## src/design/ets_pkg.sv

```systemverilog
// ets_pkg: shared types and constants for the extended timestamp one-shot timer
// used by ets_div and extended_timestamp_oneshot_timer; no dependencies
package ets_pkg;

  localparam int unsigned TIME_W        = 64;
  localparam int unsigned NPS_W         = 10;
  localparam int unsigned DELAY_W       = 24;
  localparam int unsigned CMD_W         = 2;
  localparam int unsigned NPS_RESET     = 200;
  localparam int unsigned NS_PER_HNSEC  = 100;
  localparam int unsigned FIRE_OFFSET   = 5;
  localparam int unsigned HNS_PER_US    = 10;
  localparam int unsigned SET_BIAS      = 1 * HNS_PER_US;
  localparam int unsigned ARM_MIN       = 2 * HNS_PER_US;
  localparam int unsigned DIV_STEP_W    = $clog2(TIME_W);

  // divide by 100 one 16-bit digit at a time; the remainder stays below 100
  localparam int unsigned HDIV_DIGIT_W  = 16;
  localparam int unsigned HDIV_REM_W    = 7;
  localparam int unsigned HDIV_N_W      = HDIV_REM_W + HDIV_DIGIT_W;
  // ceil(2^30 / 100), exact quotient for every 23-bit numerator below 100 * 2^16
  localparam int unsigned HDIV_REC      = 10737419;
  localparam int unsigned HDIV_REC_W    = 24;
  localparam int unsigned HDIV_SHIFT    = 30;
  localparam int unsigned HDIV_CYCLES   = 2 * TIME_W / HDIV_DIGIT_W;
  localparam int unsigned HDIV_CNT_W    = $clog2(HDIV_CYCLES);

  typedef enum logic [CMD_W-1:0] {
    CMD_TICK   = 2'd0,
    CMD_SET    = 2'd1,
    CMD_CANCEL = 2'd2,
    CMD_NONE   = 2'd3
  } cmd_t;

  typedef struct packed {
    logic              start;
    logic [TIME_W-1:0] dividend;
    logic [NPS_W-1:0]  divisor;
  } div_req_t;

  typedef struct packed {
    logic busy;
    logic done;
  } div_sts_t;

endpackage

```

## src/design/ets_div.sv

```systemverilog
// ets_div: iterative restoring divider, one quotient bit per cycle
// 64-bit dividend by 10-bit divisor; depends on ets_pkg
module ets_div (
  input  logic                          clk,
  input  logic                          rst_n,
  input  ets_pkg::div_req_t             req,
  output ets_pkg::div_sts_t             sts,
  output logic [ets_pkg::TIME_W-1:0]    quotient
);

  logic [ets_pkg::TIME_W-1:0]     quo_r, quo_nxt;
  logic [ets_pkg::NPS_W-1:0]      rem_r, rem_nxt;
  logic [ets_pkg::NPS_W-1:0]      dvs_r, dvs_nxt;
  logic [ets_pkg::DIV_STEP_W-1:0] step_r, step_nxt;
  logic                           busy_r, busy_nxt;
  logic                           done_r, done_nxt;
  logic [ets_pkg::NPS_W:0]        trial;
  logic [ets_pkg::NPS_W:0]        diff;
  logic                           take;

  always_comb begin
    trial    = {rem_r, quo_r[ets_pkg::TIME_W-1]};
    diff     = trial - {1'b0, dvs_r};
    take     = (trial >= {1'b0, dvs_r});
    quo_nxt  = quo_r;
    rem_nxt  = rem_r;
    dvs_nxt  = dvs_r;
    step_nxt = step_r;
    busy_nxt = busy_r;
    done_nxt = 1'b0;
    if (req.start) begin
      quo_nxt  = req.dividend;
      rem_nxt  = '0;
      dvs_nxt  = req.divisor;
      step_nxt = ets_pkg::DIV_STEP_W'(ets_pkg::TIME_W - 1);
      busy_nxt = 1'b1;
    end else if (busy_r) begin
      quo_nxt = {quo_r[ets_pkg::TIME_W-2:0], take};
      rem_nxt = take ? diff[ets_pkg::NPS_W-1:0] : trial[ets_pkg::NPS_W-1:0];
      if (step_r == '0) begin
        busy_nxt = 1'b0;
        done_nxt = 1'b1;
      end else begin
        step_nxt = step_r - 1'b1;
      end
    end
  end

  always_ff @(posedge clk) begin
    quo_r  <= quo_nxt;
    rem_r  <= rem_nxt;
    dvs_r  <= dvs_nxt;
    step_r <= step_nxt;
    if (!rst_n) begin
      busy_r <= 1'b0;
      done_r <= 1'b0;
    end else begin
      busy_r <= busy_nxt;
      done_r <= done_nxt;
    end
  end

  assign sts.busy = busy_r;
  assign sts.done = done_r;
  assign quotient = quo_r;

endmodule

```

## src/design/extended_timestamp_oneshot_timer.sv

```systemverilog
// extended_timestamp_oneshot_timer: tick counter with 64-bit extended time and one-shot compare
// depends on ets_pkg and ets_div
//
//  channel | direction | handshake            | payload
//  in      | input     | in_valid / in_ready   | in_command, in_delay_value
//  out     | output    | out_valid / out_ready | out_now_time, out_fired, out_fire_time
//  cfg     | input     | cfg_valid / cfg_ready | cfg_nanosec_per_tick
//
// tick, cancel and none commands run ST_MUL (shift-add of time times resolution), ST_NDIV
// (division by 100, a quotient and a remainder step per 16-bit digit) and ST_DONE, which
// fills the result register once it is free; one transaction is in flight at a time.
// Set commands first wait in ST_TDIV: the serial divider first turns the delay into ticks
// in_ready is high only while the sequencer is idle and no cfg write is offered; cfg_ready
// is high while idle; the result register lets the next transaction in while a result waits
// reset (rst_n low, synchronous) clears counter, extended total, arm flag; resolution is 200
module extended_timestamp_oneshot_timer #(
  parameter int unsigned COUNTER_BITS = 16
) (
  input  logic                                  clk,
  input  logic                                  rst_n,
  input  logic                                  in_valid,
  output logic                                  in_ready,
  input  logic [ets_pkg::CMD_W-1:0]             in_command,
  input  logic signed [ets_pkg::DELAY_W-1:0]    in_delay_value,
  output logic                                  out_valid,
  input  logic                                  out_ready,
  output logic [ets_pkg::TIME_W-1:0]            out_now_time,
  output logic                                  out_fired,
  output logic [ets_pkg::TIME_W-1:0]            out_fire_time,
  input  logic                                  cfg_valid,
  output logic                                  cfg_ready,
  input  logic [ets_pkg::NPS_W-1:0]             cfg_nanosec_per_tick
);

  localparam int unsigned OVF_W  = ets_pkg::TIME_W - COUNTER_BITS;
  localparam int unsigned MCNT_W = $clog2(ets_pkg::NPS_W);
  localparam int unsigned DM_W   = ets_pkg::DELAY_W + 1;
  localparam int unsigned SD_W   = ets_pkg::DELAY_W + 7;
  localparam int unsigned HP_W   = ets_pkg::HDIV_N_W + ets_pkg::HDIV_REC_W;

  typedef enum logic [4:0] {
    ST_IDLE = 5'b00001,
    ST_TDIV = 5'b00010,
    ST_MUL  = 5'b00100,
    ST_NDIV = 5'b01000,
    ST_DONE = 5'b10000
  } state_t;

  state_t                          state_r, state_nxt;
  logic [COUNTER_BITS-1:0]         cnt_r, cnt_nxt;
  logic [OVF_W-1:0]                ovf_r, ovf_nxt;
  logic [COUNTER_BITS-1:0]         cmp_r, cmp_nxt;
  logic                            arm_r, arm_nxt;
  logic [ets_pkg::NPS_W-1:0]       nps_r, nps_nxt;
  logic                            fire_r, fire_nxt;
  logic                            set_arm_r, set_arm_nxt;
  logic [ets_pkg::TIME_W-1:0]      prod_r, prod_nxt;
  logic [ets_pkg::TIME_W-1:0]      mcand_r, mcand_nxt;
  logic [ets_pkg::NPS_W-1:0]       mplier_r, mplier_nxt;
  logic [MCNT_W-1:0]               mcnt_r, mcnt_nxt;
  logic [ets_pkg::TIME_W-1:0]      now_r, now_nxt;
  logic [ets_pkg::HDIV_REM_W-1:0]  hrem_r, hrem_nxt;
  logic [ets_pkg::HDIV_DIGIT_W-1:0] hq_r, hq_nxt;
  logic [ets_pkg::HDIV_CNT_W-1:0]  hcnt_r, hcnt_nxt;
  logic                            out_valid_r, out_valid_nxt;
  logic [ets_pkg::TIME_W-1:0]      out_now_r, out_now_nxt;
  logic                            out_fired_r, out_fired_nxt;
  logic [ets_pkg::TIME_W-1:0]      out_ft_r, out_ft_nxt;

  ets_pkg::div_req_t               div_req;
  ets_pkg::div_sts_t               div_sts;
  logic [ets_pkg::TIME_W-1:0]      div_quo;

  logic                            in_acc;
  ets_pkg::cmd_t                   cmd;
  logic signed [DM_W-1:0]          dm;
  logic [ets_pkg::DELAY_W-1:0]     d_adj;
  logic [SD_W-1:0]                 scaled;
  logic [COUNTER_BITS-1:0]         ticks;
  logic [ets_pkg::HDIV_N_W-1:0]    hnum;
  logic [HP_W-1:0]                 hprod;
  logic [ets_pkg::HDIV_N_W-1:0]    hsub;
  logic [ets_pkg::HDIV_N_W-1:0]    hdiff;

  ets_div u_div (
    .clk      (clk),
    .rst_n    (rst_n),
    .req      (div_req),
    .sts      (div_sts),
    .quotient (div_quo)
  );

  assign in_ready  = (state_r == ST_IDLE) && !cfg_valid;
  assign in_acc    = in_valid && in_ready;
  assign cfg_ready = (state_r == ST_IDLE);
  assign cmd       = ets_pkg::cmd_t'(in_command);

  always_comb begin
    dm     = DM_W'(in_delay_value) - DM_W'(ets_pkg::SET_BIAS);
    d_adj  = dm[DM_W-1] ? '0 : dm[ets_pkg::DELAY_W-1:0];
    scaled = SD_W'(d_adj) * SD_W'(ets_pkg::NS_PER_HNSEC);
    ticks  = (div_quo[ets_pkg::TIME_W-1:COUNTER_BITS] != '0) ? '1
           : div_quo[COUNTER_BITS-1:0];
    hnum   = {hrem_r, prod_r[ets_pkg::TIME_W-1 -: ets_pkg::HDIV_DIGIT_W]};
    hprod  = HP_W'(hnum) * HP_W'(ets_pkg::HDIV_REC);
    hsub   = ets_pkg::HDIV_N_W'(hq_r) * ets_pkg::HDIV_N_W'(ets_pkg::NS_PER_HNSEC);
    hdiff  = hnum - hsub;
  end

  always_comb begin
    state_nxt     = state_r;
    cnt_nxt       = cnt_r;
    ovf_nxt       = ovf_r;
    cmp_nxt       = cmp_r;
    arm_nxt       = arm_r;
    nps_nxt       = nps_r;
    fire_nxt      = fire_r;
    set_arm_nxt   = set_arm_r;
    prod_nxt      = prod_r;
    mcand_nxt     = mcand_r;
    mplier_nxt    = mplier_r;
    mcnt_nxt      = mcnt_r;
    now_nxt       = now_r;
    hrem_nxt      = hrem_r;
    hq_nxt        = hq_r;
    hcnt_nxt      = hcnt_r;
    out_valid_nxt = out_valid_r;
    out_now_nxt   = out_now_r;
    out_fired_nxt = out_fired_r;
    out_ft_nxt    = out_ft_r;

    if (out_valid_r && out_ready) begin
      out_valid_nxt = 1'b0;
    end
    if (cfg_valid && cfg_ready) begin
      nps_nxt = cfg_nanosec_per_tick;
    end

    unique case (state_r)
      ST_IDLE: begin
        if (in_acc) begin
          fire_nxt   = 1'b0;
          prod_nxt   = '0;
          mcnt_nxt   = MCNT_W'(ets_pkg::NPS_W - 1);
          state_nxt  = ST_MUL;
          unique case (cmd)
            ets_pkg::CMD_TICK: begin
              cnt_nxt = cnt_r + 1'b1;
              if (cnt_nxt == '0) begin
                ovf_nxt = ovf_r + 1'b1;
              end
              if (arm_r && (cnt_nxt == cmp_r)) begin
                arm_nxt  = 1'b0;
                fire_nxt = 1'b1;
              end
            end
            ets_pkg::CMD_SET: begin
              set_arm_nxt = (d_adj > ets_pkg::DELAY_W'(ets_pkg::ARM_MIN));
              state_nxt   = ST_TDIV;
            end
            ets_pkg::CMD_CANCEL: begin
              arm_nxt = 1'b0;
            end
            ets_pkg::CMD_NONE: begin
            end
            default: begin
            end
          endcase
          mcand_nxt  = {ovf_nxt, cnt_nxt};
          mplier_nxt = nps_nxt;
        end
      end
      ST_TDIV: begin
        if (div_sts.done) begin
          if (set_arm_r) begin
            cmp_nxt = cnt_r + ticks;
            arm_nxt = 1'b1;
          end else begin
            arm_nxt  = 1'b0;
            fire_nxt = 1'b1;
          end
          mplier_nxt = nps_r;
          state_nxt  = ST_MUL;
        end
      end
      ST_MUL: begin
        if (mplier_r[0]) begin
          prod_nxt = prod_r + mcand_r;
        end
        mcand_nxt  = {mcand_r[ets_pkg::TIME_W-2:0], 1'b0};
        mplier_nxt = {1'b0, mplier_r[ets_pkg::NPS_W-1:1]};
        if (mcnt_r == '0) begin
          hrem_nxt  = '0;
          hcnt_nxt  = '0;
          state_nxt = ST_NDIV;
        end else begin
          mcnt_nxt = mcnt_r - 1'b1;
        end
      end
      ST_NDIV: begin
        if (!hcnt_r[0]) begin
          hq_nxt = hprod[ets_pkg::HDIV_SHIFT +: ets_pkg::HDIV_DIGIT_W];
        end else begin
          hrem_nxt = hdiff[ets_pkg::HDIV_REM_W-1:0];
          now_nxt  = {now_r[ets_pkg::TIME_W-ets_pkg::HDIV_DIGIT_W-1:0], hq_r};
          prod_nxt = prod_r << ets_pkg::HDIV_DIGIT_W;
        end
        if (hcnt_r == ets_pkg::HDIV_CNT_W'(ets_pkg::HDIV_CYCLES - 1)) begin
          state_nxt = ST_DONE;
        end else begin
          hcnt_nxt = hcnt_r + 1'b1;
        end
      end
      ST_DONE: begin
        if (!out_valid_r || out_ready) begin
          out_valid_nxt = 1'b1;
          out_now_nxt   = now_r;
          out_fired_nxt = fire_r;
          out_ft_nxt    = fire_r ? (now_r - ets_pkg::TIME_W'(ets_pkg::FIRE_OFFSET)) : '0;
          state_nxt     = ST_IDLE;
        end
      end
      default: begin
        state_nxt = ST_IDLE;
      end
    endcase
  end

  always_comb begin
    div_req.start    = in_acc && (cmd == ets_pkg::CMD_SET);
    div_req.dividend = ets_pkg::TIME_W'(scaled);
    div_req.divisor  = nps_nxt;
  end

  always_ff @(posedge clk) begin
    cmp_r     <= cmp_nxt;
    set_arm_r <= set_arm_nxt;
    prod_r    <= prod_nxt;
    mcand_r   <= mcand_nxt;
    mplier_r  <= mplier_nxt;
    mcnt_r    <= mcnt_nxt;
    now_r     <= now_nxt;
    hrem_r    <= hrem_nxt;
    hq_r      <= hq_nxt;
    hcnt_r    <= hcnt_nxt;
    fire_r    <= fire_nxt;
    out_now_r <= out_now_nxt;
    out_fired_r <= out_fired_nxt;
    out_ft_r  <= out_ft_nxt;
    if (!rst_n) begin
      state_r     <= ST_IDLE;
      cnt_r       <= '0;
      ovf_r       <= '0;
      arm_r       <= 1'b0;
      nps_r       <= ets_pkg::NPS_W'(ets_pkg::NPS_RESET);
      out_valid_r <= 1'b0;
    end else begin
      state_r     <= state_nxt;
      cnt_r       <= cnt_nxt;
      ovf_r       <= ovf_nxt;
      arm_r       <= arm_nxt;
      nps_r       <= nps_nxt;
      out_valid_r <= out_valid_nxt;
    end
  end

  assign out_valid     = out_valid_r;
  assign out_now_time  = out_now_r;
  assign out_fired     = out_fired_r;
  assign out_fire_time = out_ft_r;

endmodule
```

## config.mk

```make
export PLATFORM = sky130hd
export DESIGN_NAME = extended_timestamp_oneshot_timer
export DESIGN_NICKNAME = d
export VERILOG_FILES = /design/src/design/ets_pkg.sv /design/src/design/ets_div.sv /design/src/design/extended_timestamp_oneshot_timer.sv
export SDC_FILE = /design/constraint.sdc
export NUM_CORES = 2
export LEC_CHECK = 0
export ABC_CLOCK_PERIOD_IN_PS = 14800
export BUFFER_PORTS_ARGS = -buffer_cell sky130_fd_sc_hd__buf_2
export CORE_UTILIZATION = 30
export CTS_CLUSTER_DIAMETER = 40
export DETAILED_ROUTE_END_ITERATION = 12
export PLACE_DENSITY = 0.54
export SYNTH_ARGS = -nofsm -noshare
export SYNTH_HDL_FRONTEND = slang
export SYNTH_HIERARCHICAL = 1
export SYNTH_SLANG_ARGS = --single-unit
```

## constraint.sdc

```tcl
create_clock -name clk -period 14.8 [get_ports clk]
set_input_delay 2.96 -clock clk [delete_from_list [all_inputs] [get_ports clk]]
set_output_delay 2.96 -clock clk [all_outputs]
set_load 0.05 [all_outputs]
```

==> metrics list <==
- At the later pin of the worst-skew pair, clock insertion delay measures 0.70 ns.
* CP Buf/Inv Count: 5
- Sink of the worst hold path: now_r[12]
- The die covers 138000 µm².
- After routing the design area is 47000 µm².
* Clock tree from TritonCTS: done
- After global routing the overflow that remains totals 0.
- Cell family contributing the most delay on the critical path: simple AND/OR/NAND/NOR gates
* Normalized max-slew margin: 27.4%
* Register-to-register setup slack: 6.85 ns
- Relative area change from synthesis to final layout: 15.0%
- Last weighted congestion value of the routability-driven placer: 0.872
- The first routing iteration left 1781 violations.
- The endpoint identified for the worst register-to-register timing path is hq_r[15].
- Maximum Capacitance Violations: 0
- The critical path in this run is classified as in2reg.
- Routed Antenna Nets: 0
* Setup repair after global routing missed its margin: false
* # resized after CTS: 0
- 1st-pass router iterations: 5
* Post-synthesis cell count: 3901
* Core area: 135000 µm²
* Largest net degree at the start of global routing: 130
* Max Slew Vio Count: 0
* Cell row count: 135
* Worst-case clock skew: 0.0446 ns
* Final critical-path required period: 9.23 ns
- Placed instance count: 5803
- Dpl cell area: 43800 µm²
- Reg2Reg Launch Point: prod_r[54]
* Routed via count divided by cell count: 4.76
- Number of failing setup endpoints in the final timing report: 0
- Yosys printed 6 warnings.
- After synthesis, the mean cell area works out to 10.5 µm².
* Antenna violations before repair: 8
- Vias in the first global route: 28600
* Share of layout cells above drive strength 1: 11.0%
* Number of setup buffers added after CTS: 0
- The worst hold path passes through 0 cells.
- Number of CTS-inserted buffers: 91
- The flow ran to the end, and the final reports show no timing, DRC or antenna violations.
- Number of port buffers: 172
- After the flow finishes, the layout carries non-filler instances totaling 5976.
- Horizontal die dimension: 371 µm
- The final-report hold violation count came to 0.
* H-Tree Level Count: 3
* Endpoint kind of the worst setup timing path: flip-flop
- Max Fanout on Critical Path: 21
- The routed design has 101000 µm of wire.
- The detailed router placed 28500 vias in this run.
* WL/cell: 16.9 µm
- Total global routing track utilization: 14.9%
- Derived from the worst setup path, the maximum achievable clock frequency is 108 MHz.
- Number of clock sinks seen by CTS: 552
* CTS clk-pin slew, worst paths: 0.06 ns
- Arrival time of the worst setup path: 9.67 ns
* Bufs on Longest Clock Path: 3
- Once routing completed, OpenROAD measured the worst setup slack at 5.57 ns.
- Critical-path cell with the highest stage delay: or4_1
* Final-stage net count: 4809
* Startpoint of the lowest-slack hold path: hq_r[12]
- Filler cells: 13700
* Worst hold path type: reg2reg
- The wire-length estimate of the detail-placed layout is 78000 µm.
- Global-route wire length before repair: 161000 µm
- The initial utilization of the core area, before any placement, comes to 30.2%.
* Total negative setup slack: 0 ns
* Number of hold-repair buffers added at the cts stage: 0
- CP startpoint kind: input pin
* Crit path required time: 15.24 ns
- Area of the mapped netlist: 40900 µm²
- In this run the vertical extent of the chip is 371 µm.
* Worst setup slack after placement: 4.91 ns
* R2r worst-path depth: 24
- The root buffer cell chosen for the clock tree is clkbuf_16.
- After layout, the worst path uses 62.4% of the clock period.
- Longest individual stage delay on the worst path: 0.54 ns
* Transition time at the pin with the least slew margin: 1.09 ns
- Number of top-level design ports: 173
- # DRC: 0
registers in the layout, summed over array words and instances (netlist names), 10 cells and up:
| register | flops |
|---|---|
| cmp_r | 16 |
| now_r | 64 |
| ovf_r | 48 |
| mcand_r | 64 |
| u_div/quotient | 64 |
| prod_r | 64 |
| nps_r | 10 |
| out_fire_time | 64 |
| hq_r | 16 |
| out_now_time | 64 |
| u_div/rem_r | 10 |
| u_div/dvs_r | 10 |
| cnt_r | 16 |
| mplier_r | 10 |
per-stage QoR:
| step | util [%] | hold WS (ns) |
|---|---|---|
| after detailed placement | 32.4 | 0.405 |
| after floorplan | - | 0.400 |
| after global placement | 32.4 | 0.400 |
| final | 34.7 | 0.420 |
| after CTS | 34.7 | 0.420 |
| after global routing | 34.7 | 0.427 |
final cells by class:
class                           instances  area, µm²  area share [%]
Sequential cell                       552      15600            33.2
Clock inverter                         55        617            1.31
Multi-Input combinational cell       2801      23200            49.4
Inverter                              475       1780            3.80
Tap cell                             1781       2230            4.74
Clock buffer                          116       2540            5.40
Timing Repair Buffer                  194       1030            2.18
Antenna cell                            2       5.00          0.0107
layer usage:
metal	up-vias	share of wire, %	GRT usage, %
met5	-	0.056	0
met4	8	2.8	4.98
met3	157	4.8	2.47
met2	613	45	23.3
met1	13700	48	20.7
li1	14000	-	-
cell usage in the layout, fill, tap and decap left out, types with 13 or more instances in the layout:
cell type	count
buf_4	22
or4_1	15
and4_1	13
buf_2	172
or3_1	37
o21ai_0	220
a21oi_1	136
nand2b_1	51
nor2_1	206
and3_1	24
mux2i_1	20
conb_1	35
xnor2_1	192
nor4_1	46
nor3_1	60
inv_1	474
edfxtp_1	453
nand2_1	293
nand3_1	56
clkbuf_1	15
or2_2	14
nor2b_1	41
mux2_2	63
clkinv_2	13
o21bai_1	25
fa_1	217
a31oi_1	17
xor2_1	141
a21o_1	59
and2_1	111
o21a_1	19
ha_1	436
dfxtp_1	99
clkbuf_16	97
a211oi_1	27
a21boi_0	33
nand4_1	47
worst register-to-register path, cell delays in order, from the launching register on:
cell	delay, ns
edfxtp_1	0.82
inv_1	0.22
fa_1	0.55
inv_1	0.10
fa_1	0.52
inv_1	0.05
fa_1	0.52
fa_1	0.53
inv_1	0.05
fa_1	0.48
fa_1	0.54
inv_1	0.05
fa_1	0.53
inv_1	0.05
ha_1	0.30
nand4_1	0.16
nor4_1	0.37
and4_1	0.27
o211ai_1	0.10
o22ai_1	0.45
nand4_1	0.16
o211a_1	0.20
o21ai_0	0.40
nor4_1	0.09
a311oi_1	0.25
how the worst max path moves through the flow:
stage                      start                 end  slack [ns]  cells after the start
2_1_floorplan          out_ready    out_fire_time[0]        5.39                      2
3_3_place_gp   in_delay_value[5]  u_div/quotient[30]        5.01                     27
3_5_place_dp   in_delay_value[5]  u_div/quotient[30]        4.91                     27
4_1_cts        in_delay_value[5]  u_div/quotient[30]        5.65                     27
5_1_grt        in_delay_value[5]  u_div/quotient[30]        4.98                     27
6_report       in_delay_value[5]  u_div/quotient[30]        5.57                     27
Power is not shown: default switching activity piles up to over one toggle a cycle in this logic, so the estimate is an artifact.
